[src/hw/rtl/teq_pkg.sv]
// ----------------------------------------------------------------------------
// teq_pkg
// shared types and constants of the timed event queue
// ----------------------------------------------------------------------------
package teq_pkg;

    localparam int unsigned TABLE_DEPTH = 16;
    localparam int unsigned MAX_RESULTS = 16;
    localparam int unsigned TIME_W      = 31;
    localparam int unsigned HANDLE_W    = 16;
    localparam int unsigned GROUP_W     = 16;
    localparam int unsigned ORDER_W     = 32;
    localparam int unsigned CNT_W       = $clog2(MAX_RESULTS + 1);

    typedef enum logic [1:0] {
        OP_REGISTER     = 2'd0,
        OP_DEREGISTER   = 2'd1,
        OP_REMOVE_GROUP = 2'd2,
        OP_PROCESS      = 2'd3
    } t_opcode;

    typedef enum logic [1:0] {
        ST_OK        = 2'd0,
        ST_FULL      = 2'd1,
        ST_NOT_FOUND = 2'd2
    } t_status;

    typedef enum logic [2:0] {
        S_IDLE,
        S_FREE,
        S_SCAN,
        S_FLUSH,
        S_RESP
    } t_state;

    typedef struct packed {
        logic [TIME_W-1:0]   due;
        logic [HANDLE_W-1:0] handle;
        logic [GROUP_W-1:0]  group;
        logic [ORDER_W-1:0]  order;
    } t_entry;

endpackage

[src/hw/rtl/teq_if.sv]
// ----------------------------------------------------------------------------
// teq_if
// command and result channels of the timed event queue
// ----------------------------------------------------------------------------
interface teq_cmd_if;
    import teq_pkg::*;

    logic                valid;
    logic                ready;
    t_opcode             opcode;
    logic [TIME_W-1:0]   now_ms;
    logic [HANDLE_W-1:0] command_handle;
    logic [GROUP_W-1:0]  group_id;
    logic [TIME_W-1:0]   delay_ms;

    modport source (
        output valid, opcode, now_ms, command_handle, group_id, delay_ms,
        input  ready
    );
    modport sink (
        input  valid, opcode, now_ms, command_handle, group_id, delay_ms,
        output ready
    );
endinterface

interface teq_res_if;
    import teq_pkg::*;

    logic                valid;
    logic                ready;
    t_status             status;
    logic                fired;
    logic [HANDLE_W-1:0] fired_handle;
    logic                last;

    modport source (
        output valid, status, fired, fired_handle, last,
        input  ready
    );
    modport sink (
        input  valid, status, fired, fired_handle, last,
        output ready
    );
endinterface

[src/hw/rtl/timed_event_queue_top.sv]
// ----------------------------------------------------------------------------
// timed_event_queue_top
// table of pending timed commands: register, deregister, remove group, process
// ----------------------------------------------------------------------------
// One command word is taken at a time; ready stays low until its last result
// word has been placed in the output register. Entries live in a single-port
// read / single-port write ram with per-entry valid flops, so no clearing pass
// follows reset. Register searches the valid flops for the lowest free slot,
// one slot a cycle. Deregister and remove group sweep the entry ram through
// its one read port. Process sweeps the whole ram once per fired entry to
// pick the earliest due one (ties by insertion order), with at most
// MAX_RESULTS entries fired per command.
// ----------------------------------------------------------------------------
module timed_event_queue_top #(
    parameter int unsigned TABLE_DEPTH = teq_pkg::TABLE_DEPTH
) (
    input  logic     i_clk,
    input  logic     i_rst_n,
    teq_cmd_if.sink  i_cmd,
    teq_res_if.source o_res
);
    import teq_pkg::*;

    localparam int unsigned       IDX_W    = $clog2(TABLE_DEPTH);
    localparam logic [IDX_W-1:0]  LAST_IDX = IDX_W'(TABLE_DEPTH - 1);
    localparam logic [CNT_W-1:0]  CNT_MAX  = CNT_W'(MAX_RESULTS);

    t_state                  r_state, n_state;
    t_state                  r_after, n_after;
    logic [TABLE_DEPTH-1:0]  r_valid, n_valid;
    logic [ORDER_W-1:0]      r_order_ctr, n_order_ctr;
    logic [IDX_W-1:0]        r_idx, n_idx;
    logic                    r_issuing, n_issuing;
    logic                    r_cmp_vld, n_cmp_vld;
    logic [IDX_W-1:0]        r_cmp_idx, n_cmp_idx;
    logic                    r_best_vld, n_best_vld;
    logic [IDX_W-1:0]        r_best_idx, n_best_idx;
    logic [TIME_W-1:0]       r_best_due, n_best_due;
    logic [ORDER_W-1:0]      r_best_order, n_best_order;
    logic [HANDLE_W-1:0]     r_best_handle, n_best_handle;
    logic                    r_pend_vld, n_pend_vld;
    logic [HANDLE_W-1:0]     r_pend_handle, n_pend_handle;
    logic [CNT_W-1:0]        r_count, n_count;

    t_opcode                 r_op, n_op;
    logic [TIME_W-1:0]       r_now, n_now;
    logic [HANDLE_W-1:0]     r_handle, n_handle;
    logic [GROUP_W-1:0]      r_group, n_group;
    logic [TIME_W-1:0]       r_due, n_due;

    t_status                 r_res_status, n_res_status;
    logic                    r_res_fired, n_res_fired;
    logic [HANDLE_W-1:0]     r_res_handle, n_res_handle;
    logic                    r_res_last, n_res_last;

    logic                    r_out_vld, n_out_vld;
    t_status                 r_out_status, n_out_status;
    logic                    r_out_fired, n_out_fired;
    logic [HANDLE_W-1:0]     r_out_handle, n_out_handle;
    logic                    r_out_last, n_out_last;

    logic                    ram_we;
    t_entry                  wr_entry;
    t_entry                  rd_entry;
    logic [$bits(t_entry)-1:0] ram_rd_data;

    logic                    cmp_live;
    logic                    take;
    logic                    scan_end;
    logic                    cur_vld;
    logic [IDX_W-1:0]        cur_idx;
    logic [HANDLE_W-1:0]     cur_handle;
    logic [CNT_W-1:0]        cnt_new;
    logic [TIME_W:0]         due_sum;
    logic                    out_free;

    teq_ram #(
        .WIDTH ($bits(t_entry)),
        .DEPTH (TABLE_DEPTH)
    ) u_teq_ram (
        .i_clk     (i_clk),
        .i_wr_en   (ram_we),
        .i_wr_addr (r_idx),
        .i_wr_data (wr_entry),
        .i_rd_addr (r_idx),
        .o_rd_data (ram_rd_data)
    );

    assign rd_entry = t_entry'(ram_rd_data);

    assign wr_entry.due    = r_due;
    assign wr_entry.handle = r_handle;
    assign wr_entry.group  = r_group;
    assign wr_entry.order  = r_order_ctr;

    // compare stage on the word read out of the ram
    assign cmp_live = r_cmp_vld && r_valid[r_cmp_idx];
    assign take     = (r_op == OP_PROCESS) && cmp_live && (rd_entry.due <= r_now) &&
                      (!r_best_vld || (rd_entry.due < r_best_due) ||
                       ((rd_entry.due == r_best_due) && (rd_entry.order < r_best_order)));
    assign scan_end   = r_cmp_vld && (r_cmp_idx == LAST_IDX);
    assign cur_vld    = r_best_vld || take;
    assign cur_idx    = take ? r_cmp_idx : r_best_idx;
    assign cur_handle = take ? rd_entry.handle : r_best_handle;
    assign cnt_new    = r_count + CNT_W'(1);

    assign due_sum  = {1'b0, i_cmd.now_ms} + {1'b0, i_cmd.delay_ms};
    assign out_free = !r_out_vld || o_res.ready;

    assign i_cmd.ready        = (r_state == S_IDLE);
    assign o_res.valid        = r_out_vld;
    assign o_res.status       = r_out_status;
    assign o_res.fired        = r_out_fired;
    assign o_res.fired_handle = r_out_handle;
    assign o_res.last         = r_out_last;

    always_comb begin
        n_state       = r_state;
        n_after       = r_after;
        n_valid       = r_valid;
        n_order_ctr   = r_order_ctr;
        n_idx         = r_idx;
        n_issuing     = r_issuing;
        n_cmp_vld     = 1'b0;
        n_cmp_idx     = r_idx;
        n_best_vld    = r_best_vld;
        n_best_idx    = r_best_idx;
        n_best_due    = r_best_due;
        n_best_order  = r_best_order;
        n_best_handle = r_best_handle;
        n_pend_vld    = r_pend_vld;
        n_pend_handle = r_pend_handle;
        n_count       = r_count;
        n_op          = r_op;
        n_now         = r_now;
        n_handle      = r_handle;
        n_group       = r_group;
        n_due         = r_due;
        n_res_status  = r_res_status;
        n_res_fired   = r_res_fired;
        n_res_handle  = r_res_handle;
        n_res_last    = r_res_last;
        n_out_vld     = r_out_vld && !o_res.ready;
        n_out_status  = r_out_status;
        n_out_fired   = r_out_fired;
        n_out_handle  = r_out_handle;
        n_out_last    = r_out_last;
        ram_we        = 1'b0;

        case (r_state)
            S_IDLE: begin
                if (i_cmd.valid) begin
                    n_op       = i_cmd.opcode;
                    n_now      = i_cmd.now_ms;
                    n_handle   = i_cmd.command_handle;
                    n_group    = i_cmd.group_id;
                    if (i_cmd.delay_ms == '0) begin
                        n_due = '0;
                    end else if (due_sum[TIME_W]) begin
                        n_due = '1;
                    end else begin
                        n_due = due_sum[TIME_W-1:0];
                    end
                    n_idx      = '0;
                    n_issuing  = 1'b1;
                    n_best_vld = 1'b0;
                    n_pend_vld = 1'b0;
                    n_count    = '0;
                    n_state    = (i_cmd.opcode == OP_REGISTER) ? S_FREE : S_SCAN;
                end
            end
            S_FREE: begin
                n_res_fired  = 1'b0;
                n_res_handle = '0;
                n_res_last   = 1'b1;
                n_after      = S_IDLE;
                if (!r_valid[r_idx]) begin
                    ram_we         = 1'b1;
                    n_valid[r_idx] = 1'b1;
                    n_order_ctr    = r_order_ctr + ORDER_W'(1);
                    n_res_status   = ST_OK;
                    n_state        = S_RESP;
                end else if (r_idx == LAST_IDX) begin
                    n_res_status = ST_FULL;
                    n_state      = S_RESP;
                end else begin
                    n_idx = r_idx + IDX_W'(1);
                end
            end
            S_SCAN: begin
                if (r_issuing) begin
                    n_cmp_vld = 1'b1;
                    n_cmp_idx = r_idx;
                    n_idx     = r_idx + IDX_W'(1);
                    n_issuing = (r_idx != LAST_IDX);
                end
                n_res_fired  = 1'b0;
                n_res_handle = '0;
                n_res_last   = 1'b1;
                n_res_status = ST_OK;
                n_after      = S_IDLE;
                case (r_op)
                    OP_DEREGISTER: begin
                        if (cmp_live && (rd_entry.handle == r_handle)) begin
                            n_valid[r_cmp_idx] = 1'b0;
                            n_cmp_vld = 1'b0;
                            n_issuing = 1'b0;
                            n_state   = S_RESP;
                        end else if (scan_end) begin
                            n_res_status = ST_NOT_FOUND;
                            n_state      = S_RESP;
                        end
                    end
                    OP_REMOVE_GROUP: begin
                        if (cmp_live && (rd_entry.group == r_group)) begin
                            n_valid[r_cmp_idx] = 1'b0;
                        end
                        if (scan_end) begin
                            n_state = S_RESP;
                        end
                    end
                    OP_PROCESS: begin
                        if (take) begin
                            n_best_vld    = 1'b1;
                            n_best_idx    = r_cmp_idx;
                            n_best_due    = rd_entry.due;
                            n_best_order  = rd_entry.order;
                            n_best_handle = rd_entry.handle;
                        end
                        if (scan_end) begin
                            if (cur_vld) begin
                                n_valid[cur_idx] = 1'b0;
                                n_count       = cnt_new;
                                n_pend_vld    = 1'b1;
                                n_pend_handle = cur_handle;
                                n_idx         = '0;
                                n_issuing     = 1'b1;
                                n_best_vld    = 1'b0;
                                if (r_pend_vld) begin
                                    n_res_fired  = 1'b1;
                                    n_res_handle = r_pend_handle;
                                    n_res_last   = 1'b0;
                                    n_after      = (cnt_new == CNT_MAX) ? S_FLUSH : S_SCAN;
                                    n_state      = S_RESP;
                                end else if (cnt_new == CNT_MAX) begin
                                    n_state = S_FLUSH;
                                end
                            end else begin
                                n_res_fired  = r_pend_vld;
                                n_res_handle = r_pend_vld ? r_pend_handle : '0;
                                n_state      = S_RESP;
                            end
                        end
                    end
                    default: begin
                        n_state = S_IDLE;
                    end
                endcase
            end
            S_FLUSH: begin
                n_res_status = ST_OK;
                n_res_fired  = 1'b1;
                n_res_handle = r_pend_handle;
                n_res_last   = 1'b1;
                n_after      = S_IDLE;
                n_state      = S_RESP;
            end
            S_RESP: begin
                if (out_free) begin
                    n_out_vld    = 1'b1;
                    n_out_status = r_res_status;
                    n_out_fired  = r_res_fired;
                    n_out_handle = r_res_handle;
                    n_out_last   = r_res_last;
                    n_state      = r_after;
                end
            end
            default: begin
                n_state = S_IDLE;
            end
        endcase
    end

    always_ff @(posedge i_clk) begin
        if (!i_rst_n) begin
            r_state     <= S_IDLE;
            r_after     <= S_IDLE;
            r_valid     <= '0;
            r_order_ctr <= '0;
            r_issuing   <= 1'b0;
            r_cmp_vld   <= 1'b0;
            r_best_vld  <= 1'b0;
            r_pend_vld  <= 1'b0;
            r_count     <= '0;
            r_out_vld   <= 1'b0;
        end else begin
            r_state     <= n_state;
            r_after     <= n_after;
            r_valid     <= n_valid;
            r_order_ctr <= n_order_ctr;
            r_issuing   <= n_issuing;
            r_cmp_vld   <= n_cmp_vld;
            r_best_vld  <= n_best_vld;
            r_pend_vld  <= n_pend_vld;
            r_count     <= n_count;
            r_out_vld   <= n_out_vld;
        end
    end

    always_ff @(posedge i_clk) begin
        r_idx         <= n_idx;
        r_cmp_idx     <= n_cmp_idx;
        r_best_idx    <= n_best_idx;
        r_best_due    <= n_best_due;
        r_best_order  <= n_best_order;
        r_best_handle <= n_best_handle;
        r_pend_handle <= n_pend_handle;
        r_op          <= n_op;
        r_now         <= n_now;
        r_handle      <= n_handle;
        r_group       <= n_group;
        r_due         <= n_due;
        r_res_status  <= n_res_status;
        r_res_fired   <= n_res_fired;
        r_res_handle  <= n_res_handle;
        r_res_last    <= n_res_last;
        r_out_status  <= n_out_status;
        r_out_fired   <= n_out_fired;
        r_out_handle  <= n_out_handle;
        r_out_last    <= n_out_last;
    end
endmodule

[src/hw/rtl/teq_ram.sv]
// ----------------------------------------------------------------------------
// teq_ram
// generic single-write, single-read ram with registered read data
// ----------------------------------------------------------------------------
module teq_ram #(
    parameter int unsigned WIDTH = 8,
    parameter int unsigned DEPTH = 16
) (
    input  logic                     i_clk,
    input  logic                     i_wr_en,
    input  logic [$clog2(DEPTH)-1:0] i_wr_addr,
    input  logic [WIDTH-1:0]         i_wr_data,
    input  logic [$clog2(DEPTH)-1:0] i_rd_addr,
    output logic [WIDTH-1:0]         o_rd_data
);
    logic [WIDTH-1:0] r_mem [DEPTH];
    logic [WIDTH-1:0] r_rd_data;

    always_ff @(posedge i_clk) begin
        if (i_wr_en) begin
            r_mem[i_wr_addr] <= i_wr_data;
        end
        r_rd_data <= r_mem[i_rd_addr];
    end

    assign o_rd_data = r_rd_data;
endmodule

[src/flat_wrapper.sv]
// flat-port wrapper written by rule: the top's interface ports become plain ports
module timed_event_queue_top_flat import teq_pkg::*;
#(
    parameter int unsigned TABLE_DEPTH = teq_pkg::TABLE_DEPTH
)
  (i_clk, i_rst_n, i_cmd_valid, i_cmd_opcode, i_cmd_now_ms, i_cmd_command_handle, i_cmd_group_id, i_cmd_delay_ms, i_cmd_ready, o_res_valid, o_res_status, o_res_fired, o_res_fired_handle, o_res_last, o_res_ready);
  teq_cmd_if i_cmd_i ();
  teq_res_if o_res_i ();
  input  logic i_clk;
  input  logic i_rst_n;
  input wire logic [$bits(i_cmd_i.valid)-1:0] i_cmd_valid;
  input wire logic [$bits(i_cmd_i.opcode)-1:0] i_cmd_opcode;
  input wire logic [$bits(i_cmd_i.now_ms)-1:0] i_cmd_now_ms;
  input wire logic [$bits(i_cmd_i.command_handle)-1:0] i_cmd_command_handle;
  input wire logic [$bits(i_cmd_i.group_id)-1:0] i_cmd_group_id;
  input wire logic [$bits(i_cmd_i.delay_ms)-1:0] i_cmd_delay_ms;
  output wire logic [$bits(i_cmd_i.ready)-1:0] i_cmd_ready;
  output wire logic [$bits(o_res_i.valid)-1:0] o_res_valid;
  output wire logic [$bits(o_res_i.status)-1:0] o_res_status;
  output wire logic [$bits(o_res_i.fired)-1:0] o_res_fired;
  output wire logic [$bits(o_res_i.fired_handle)-1:0] o_res_fired_handle;
  output wire logic [$bits(o_res_i.last)-1:0] o_res_last;
  input wire logic [$bits(o_res_i.ready)-1:0] o_res_ready;
  assign i_cmd_i.valid = i_cmd_valid;
  assign i_cmd_i.opcode = i_cmd_opcode;
  assign i_cmd_i.now_ms = i_cmd_now_ms;
  assign i_cmd_i.command_handle = i_cmd_command_handle;
  assign i_cmd_i.group_id = i_cmd_group_id;
  assign i_cmd_i.delay_ms = i_cmd_delay_ms;
  assign i_cmd_ready = i_cmd_i.ready;
  assign o_res_valid = o_res_i.valid;
  assign o_res_status = o_res_i.status;
  assign o_res_fired = o_res_i.fired;
  assign o_res_fired_handle = o_res_i.fired_handle;
  assign o_res_last = o_res_i.last;
  assign o_res_i.ready = o_res_ready;
  timed_event_queue_top #(.TABLE_DEPTH(TABLE_DEPTH)) u_core (.i_clk(i_clk), .i_rst_n(i_rst_n), .i_cmd(i_cmd_i), .o_res(o_res_i));
endmodule
[config.mk]
export PLATFORM = sky130hd
export DESIGN_NAME = timed_event_queue_top_flat
export DESIGN_NICKNAME = d
export VERILOG_FILES = /design/src/hw/rtl/teq_pkg.sv /design/src/hw/rtl/teq_if.sv /design/src/hw/rtl/timed_event_queue_top.sv /design/src/hw/rtl/teq_ram.sv /design/src/flat_wrapper.sv
export SDC_FILE = /design/constraint.sdc
export NUM_CORES = 2
export LEC_CHECK = 0
export ABC_AREA = 1
export ABC_CLOCK_PERIOD_IN_PS = 12900
export BUFFER_PORTS_ARGS = -buffer_cell sky130_fd_sc_hd__buf_2
export CAP_MARGIN = 20
export CORE_AREA = 10 10 424 426
export CTS_CLUSTER_DIAMETER = 80
export DETAILED_ROUTE_END_ITERATION = 7
export DIE_AREA = 0 0 434 436
export GPL_TIMING_DRIVEN = 0
export PLACE_DENSITY = 0.56
export SETUP_SLACK_MARGIN = 0.02
export SLEW_MARGIN = 40
export SYNTH_ARGS = -nofsm -noshare
export SYNTH_HDL_FRONTEND = slang
export SYNTH_SLANG_ARGS = --single-unit
[constraint.sdc]
create_clock -name i_clk -period 12.9 [get_ports i_clk]
set_clock_uncertainty 0.05 [all_clocks]
set_input_delay 0.645 -clock i_clk [delete_from_list [all_inputs] [get_ports i_clk]]
set_output_delay 0.645 -clock i_clk [all_outputs]
set_load 0.01 [all_outputs]
# [After elaboration in Yosys (flattened, before gate mapping)]
# Memories as Yosys holds them, arrays and structs flattened. A register that Yosys moved wholly into a read port is not among the register bits.
# Cells that the tools add are included.
[totals] ramBits=1520 register_bits=307 output_inout_bits=22 n_memories=1 elab_cells=219
[mem_list] name="u_core.u_teq_ram.r_mem" depth=16 word_bits=95 rd=1 rd_ports_with_merged_regs=1 wr=1 line_no="teq_ram.sv:16" text="logic [WIDTH-1:0] r_mem [DEPTH];"
[classes] n_eq_ne=29 n_addsub=4 bitwise_logic=6 muxes=98 order_cmp=9 reduce_logical=42
[op_table] op="$mux 16" count=9
[op_table] op="$pmux 16 s3" count=2
[op_table] op="$mux 3" count=14
[op_table] op="$mux 1" count=36
[op_table] op="$add 31x31->32" count=1
[op_table] op="$add 32x1->32 const B" count=1
[op_table] op="$and 16x16->16" count=2
[op_table] op="$eq 16x16->1" count=2
[op_table] op="$lt 32x32->1" count=1
[op_table] op="$mux 4" count=8
[op_table] op="$not 16->16" count=2
[op_table] op="$pmux 16 s2" count=1
[op_table] op="$eq 31x31->1" count=1
[op_table] op="$le 31x31->1" count=1
[op_table] op="$logic_not 31->1" count=1
[op_table] op="$lt 31x31->1" count=1
[op_table] op="$mux 31" count=1
[op_table] op="$mux 5" count=4
[op_table] op="$or 16x16->16" count=1
[op_table] op="$lt 4x5->1 const B" count=3
[op_table] op="$pmux 3 s5" count=1
[op_table] op="$reduce_and 2->1" count=7
[op_table] op="$demux 1 s4" count=3
[op_table] op="$ge 4x1->1 const B" count=3
[op_table] op="38 further kinds" count=82

# [Longest topological paths before layout]
[depth] depth_word=17 mapped_depth=21

# [Cells and area by module]
# From an unflattened synthesis, not the netlist that was laid out.
[unflattened] cells_unflattened=8071 area_unflattened_um2=83689.0
[modules_own_cells] mod="teq_ram" area_each_um2=66810.3 cells_per_inst=6236 seq_area_each_um2=47545.6 instances=1
[modules_own_cells] mod="timed_event_queue_top" area_each_um2=16878.7 cells_per_inst=1835 seq_area_each_um2=8518.2 instances=1

# [Worst setup path before layout]
# Ideal clock, no wire load.
[synth_timing] path_kind="reg2reg" startpoint="register u_core.r_idx[0]" endpoint="register u_core.r_valid[10]" period_less_slack_ps=9103 arrival_ps=8958 path_stages_with_launch=12 setup_slack_ps=3797 required_ps=12755 setup_ps=95 path_cell_list="edfxtp_1 buf_6 inv_2 buf_6 clkbuf_1 clkbuf_1 clkbuf_1 ha_1 inv_1 nor3_1 o21ai_0 a21oi_1"
[synth_via] elab_chain_len=7
[synth_lines] item="from (decl)" line_no="timed_event_queue_top.sv:32" text="logic [IDX_W-1:0] r_idx, n_idx;"
[synth_lines] item="from (signal assigned)" line_no="timed_event_queue_top.sv:311" text="r_idx <= n_idx;"
[synth_lines] item="$lt 4x5->1 (not written as such) / $ge 4x1->1 (equally long branches)" line_no="timed_event_queue_top.sv:179" text="n_valid[r_idx] = 1'b1;"
[synth_lines] item="$logic_and 1x1->1 (not written as such)" line_no="timed_event_queue_top.sv:179"
[synth_lines] item="$mux 1 (not written as such)" line_no="timed_event_queue_top.sv:179"
[synth_lines] item="$demux 1 s4"
[synth_lines] item="$or 16x16->16 (no line)"
[synth_lines] item="$mux 16" line_no="timed_event_queue_top.sv:177" text="if (!r_valid[r_idx]) begin"
[synth_lines] item="$pmux 16 s2" line_no="timed_event_queue_top.sv:150" text="case (r_state)"
[synth_lines] item="to (signal assigned)" line_no="timed_event_queue_top.sv:299" text="r_valid <= n_valid;"
[synth_lines] item="to (decl)" line_no="timed_event_queue_top.sv:30" text="logic [TABLE_DEPTH-1:0] r_valid, n_valid;"
# Several ways; a longest one is shown, not always the timed one. The select of a mux whose other input is x is not followed.
# A chain may end at the register's enable or synchronous reset.

# [Final worst setup path]
[layout_timing] startpoint="register u_core.r_idx[0]" endpoint="memory u_core.u_teq_ram.r_mem[2][50] (netlist name), enable pin"
[layout_via] elab_chain_len=6
[layout_lines] item="$bmux 1 s4" line_no="timed_event_queue_top.sv:177"
[layout_lines] item="$mux 1 (not written as such)" line_no="timed_event_queue_top.sv:177"
[layout_lines] item="$mux 1" line_no="timed_event_queue_top.sv:177"
[layout_lines] item="$mux 1" line_no="timed_event_queue_top.sv:150"
[layout_lines] item="$mux 1" line_no="teq_ram.sv:20" text="if (i_wr_en) begin"
[layout_lines] item="$mux 1 (not written as such)" line_no="teq_ram.sv:21" text="r_mem[i_wr_addr] <= i_wr_data;"
[layout_lines] item="to (decl)" line_no="teq_ram.sv:16"
# Several ways; a longest one is shown, not always the timed one. The select of a mux whose other input is x is not followed.

==> summary.txt <==
OUTCOME
-----------------------------------------------------------------------------------------------------
Outcome ................................................................................ complete, no violations

DRT
-----------------------------------------------------------------------------------------------------
Detailed Route Iter0 Violations ........................................................         5682
Post-route ant nets ....................................................................            0
Routed length per instance .............................................................     24.72 um
Pre-antenna DRT Iters ..................................................................            6
Via Count ..............................................................................        51660
Count of unresolved DRC violations after routing .......................................            0
Via density ............................................................................        5.595
Final wirelength .......................................................................    228300 um

STA
-----------------------------------------------------------------------------------------------------
Final critical-path required period ....................................................     5.710 ns
Final Hold Viols .......................................................................            0
Maximum clock frequency ................................................................   0.1751 GHz
Worst slew margin ......................................................................       0.4148
Worst-margin pin slew ..................................................................    0.8777 ns
Setup repair after global routing missed its margin ....................................        false
Setup Viol. Count Final ................................................................            0
Period utilisation layout ..............................................................       0.4426
Final Max Slew Viols ...................................................................            0

LOGIC SYNTHESIS
-----------------------------------------------------------------------------------------------------
Share of cell area taken by muxes after synthesis ......................................     0.002300
Synthesized-area fraction occupied by xor and xnor cells ...............................     0.007765
Total nets after synthesis .............................................................         6379
Async set-reset flop share out of synthesis ............................................            0
Cells taking the most area after synthesis ............................................. sky130_fd_sc_hd__edfxtp_1 (69%), sky130_fd_sc_hd__o21ai_0 (5.5%), sky130_fd_sc_hd__nor2_1 (4.5%)
Synth unique cells .....................................................................           50
Register area share after synthesis ....................................................       0.7310
Cells after synthesis ..................................................................         6144
Netlist area before placement ..........................................................    76700 um2
Post-synthesis register bit count ......................................................         1921
Post-synthesis share of cell area spent on full adders, half adders and majority gates .      0.02212
Synth top area share ...................................................................       0.6887
Mean post-synth cell area ..............................................................    12.48 um2
Area fraction in compound gates after synthesis ........................................       0.1020
Total number of yosys warnings .........................................................            0
Top FF cell, synth ..................................................................... sky130_fd_sc_hd__edfxtp_1
Cell taking the most area after synthesis .............................................. sky130_fd_sc_hd__edfxtp_1
Largest family of logic cells by synthesized area ...................................... simple AND/OR/NAND/NOR gates
EDFF count, synth ......................................................................         1759
Simple-gate area share of the yosys netlist ............................................       0.1046

DIE
-----------------------------------------------------------------------------------------------------
Effective utilization at floorplan .....................................................       0.4486
IO Pins ................................................................................          122
Area of the placeable core .............................................................   171000 um2
Total die area .........................................................................   189200 um2
Number of cell rows ....................................................................          152
DIE WIDTH ..............................................................................       434 um
Die Height .............................................................................       436 um

GRT
-----------------------------------------------------------------------------------------------------
Combined global-route utilization of all metal layers ..................................       0.2360
Pin count of the biggest net entering global routing ...................................           57
Initial antenna violation count ........................................................           18
Grt total ovfl .........................................................................            0
Via count of the first global-routing pass .............................................        50250
Global-route wire length before repair .................................................    334300 um

CELLS AND AREA
-----------------------------------------------------------------------------------------------------
Commonest cells after routing, fill and taps aside ..................................... sky130_fd_sc_hd__edfxtp_1 (1759), sky130_fd_sc_hd__nor2_1 (918), sky130_fd_sc_hd__o21ai_0 (836)
Count of placed standard cells in the final layout, fillers left out ...................         9233
Most common library cell in the layout ignoring fill and taps .......................... sky130_fd_sc_hd__edfxtp_1
Synth-to-Final Area Change .............................................................       17.48%
Multi-input logic area .................................................................    18450 um2
Register cell area after layout ........................................................    56070 um2
Number of fill cells in the layout .....................................................        14600
Fin nets ...............................................................................         7056
Ratio of cells with drive above 1 in the final layout ..................................       0.1226

CLOCKING
-----------------------------------------------------------------------------------------------------
Buffer type at the clock tree root ..................................................... sky130_fd_sc_hd__clkbuf_16
Cts repair resizes .....................................................................            0
Clock buffer depth .....................................................................            3
Clock-pin slew of the registers on the worst-case setup and hold paths .................      0.06 ns
H-Tree Depth ...........................................................................            4
Clock latency on the worst-skew pair ...................................................      0.84 ns
Number of buffers created by CTS .......................................................          198
Number of sinks on the clock net .......................................................         1921
Clock tree from TritonCTS ..............................................................        built

WORST SETUP PATH
-----------------------------------------------------------------------------------------------------
Crit Path Category .....................................................................   reg -> reg
Required arrival time at the worst endpoint ............................................     13.40 ns
Arrival time at the worst endpoint .....................................................      6.21 ns
CP Launch Type .........................................................................    flip-flop
Crit path max fanout ...................................................................           11
Crit path capture type .................................................................    flip-flop

PWR
-----------------------------------------------------------------------------------------------------
Power Density .......................................................................... 191.4 nW/um2
Overall power after layout .............................................................     17.24 mW
Leakage ................................................................................     31.26 nW
Worst supply voltage drop on vdd .......................................................     161.6 uV

PLACE
-----------------------------------------------------------------------------------------------------
Final Wtd Congestion ...................................................................       0.9305
Placed Cells incl. Taps ................................................................         8789
Post-DP HPWL ...........................................................................    159700 um
Number of buffers added on ports .......................................................          121

HOLD PATH
-----------------------------------------------------------------------------------------------------
Min-Delay Path Class ...................................................................    in -> reg

FLOW RUN
-----------------------------------------------------------------------------------------------------
Max-cap check violation count ..........................................................            0

## cell type report
type | instances | share of cell area
Multi-Input combinational cell | 3621 | 0.2048
Inverter | 277 | 0.01179
Antenna cell | 3 | 0.00008332
Sequential cell | 1921 | 0.6223
Buffer | 325 | 0.01501
Timing Repair Buffer | 477 | 0.04156
Tap cell | 2233 | 0.03101
Clock inverter | 76 | 0.009624
Clock buffer | 300 | 0.06381
## synth_stat cells, types with 6 or more instances
master                        n
sky130_fd_sc_hd__edfxtp_1  1759
sky130_fd_sc_hd__nor2_1     927
sky130_fd_sc_hd__o21ai_0    836
sky130_fd_sc_hd__nand2_1    765
sky130_fd_sc_hd__o22ai_1    385
sky130_fd_sc_hd__clkbuf_1   305
sky130_fd_sc_hd__inv_1      267
sky130_fd_sc_hd__dfxtp_1    162
sky130_fd_sc_hd__a21oi_1    156
sky130_fd_sc_hd__ha_1       134
sky130_fd_sc_hd__nand4_1    116
sky130_fd_sc_hd__nand3_1     56
sky130_fd_sc_hd__xnor2_1     37
sky130_fd_sc_hd__nor3_1      34
sky130_fd_sc_hd__xor2_1      31
sky130_fd_sc_hd__nor4_1      20
sky130_fd_sc_hd__nand2_2     17
sky130_fd_sc_hd__o21ai_1     13
sky130_fd_sc_hd__o21bai_1    13
sky130_fd_sc_hd__mux2_4      11
sky130_fd_sc_hd__inv_2       10
sky130_fd_sc_hd__a21o_1       9
sky130_fd_sc_hd__o21a_1       8
sky130_fd_sc_hd__buf_6        7
sky130_fd_sc_hd__nand3_2      7
sky130_fd_sc_hd__or2_2        7
sky130_fd_sc_hd__buf_1        6
sky130_fd_sc_hd__buf_2        6
sky130_fd_sc_hd__nor2_2       6
## timing repair
action	in CTS	in global routing
buffers inserted	0	0
endpoints found under the hold margin	65	0
hold buffers	65	0
## sequential cells by signal, indices dropped and copies added, names as in the netlist, 31 cells and up
signal	cells
u_core.r_due	31
u_core.u_teq_ram.r_mem	1520
u_core.r_now	31
u_core.r_best_order	32
u_core.r_best_due	31
u_core.u_teq_ram.o_rd_data	95
u_core.r_order_ctr	32
## path summary, 6_finish.rpt
kind | end | cells past startpoint | slack (ns) | startpoint
max | u_core.u_teq_ram.r_mem[2][50] | 17 | 7.19 | u_core.r_idx[0]
min | u_core.r_valid[4] | 3 | 0.11 | i_rst_n
max reg2reg | u_core.u_teq_ram.r_mem[2][50] | 17 | 7.19 | u_core.r_idx[0]
min reg2reg | u_core.r_cmp_idx[2] | 0 | 0.33 | u_core.r_idx[2]
## metal layers
layer | track usage | wire length, um | share of wire
met4 | 0.09012 | 8782 | 0.038
met1 | 0.3277 | 96010 | 0.42
met3 | 0.03785 | 17150 | 0.075
met5 | 0 | 49 | 0.00021
met2 | 0.3728 | 106300 | 0.47
## logic make-up after synthesis
family,count (synthesis)
AOI/OAI and AO/OA,1439
xor gates and xnor gates,68
adders and majority gates,135
buffers and inverters,602
DFF,1921
muxes,12
and+or+nand+nor,1967
## power by group
part | internal [mW] | switching [mW] | total (mW)
clock network | 3.35 | 2.43 | 5.78
registers | 7.18 | 0.290 | 7.47
logic | 1.13 | 2.87 | 4.00
## per-stage QoR
stage                     area, um2   TNS, ns  hold WS (ns)  setup WS, ns  utilization
after detailed placement      82810         0        0.3069         7.238       0.4844
after global routing          90100         0       0.08636         7.085       0.5270
final                         90100         0        0.1061         7.190       0.5270
after CTS                     90080         0       0.04921         7.231       0.5269
after floorplan               76700         0        0.2927         3.797            -
after global placement        80100  -8066.29        0.3172        -8.153       0.4685
## critical path: stages (launching register included)
cell,delay [ns]
sky130_fd_sc_hd__edfxtp_1,0.46
sky130_fd_sc_hd__buf_6,0.18
sky130_fd_sc_hd__inv_2,0.07
sky130_fd_sc_hd__buf_6,0.16
sky130_fd_sc_hd__clkbuf_2,0.58
sky130_fd_sc_hd__clkbuf_4,0.67
sky130_fd_sc_hd__clkbuf_1,0.70
sky130_fd_sc_hd__ha_1,0.26
sky130_fd_sc_hd__inv_1,0.10
sky130_fd_sc_hd__nor3_2,0.34
sky130_fd_sc_hd__buf_4,0.25
sky130_fd_sc_hd__buf_4,0.19
sky130_fd_sc_hd__buf_2,0.24
sky130_fd_sc_hd__buf_2,0.26
sky130_fd_sc_hd__buf_4,0.22
sky130_fd_sc_hd__buf_2,0.22
sky130_fd_sc_hd__buf_2,0.23
sky130_fd_sc_hd__buf_4,0.17
No activity file was read; power rests on OpenSTA's default activity.
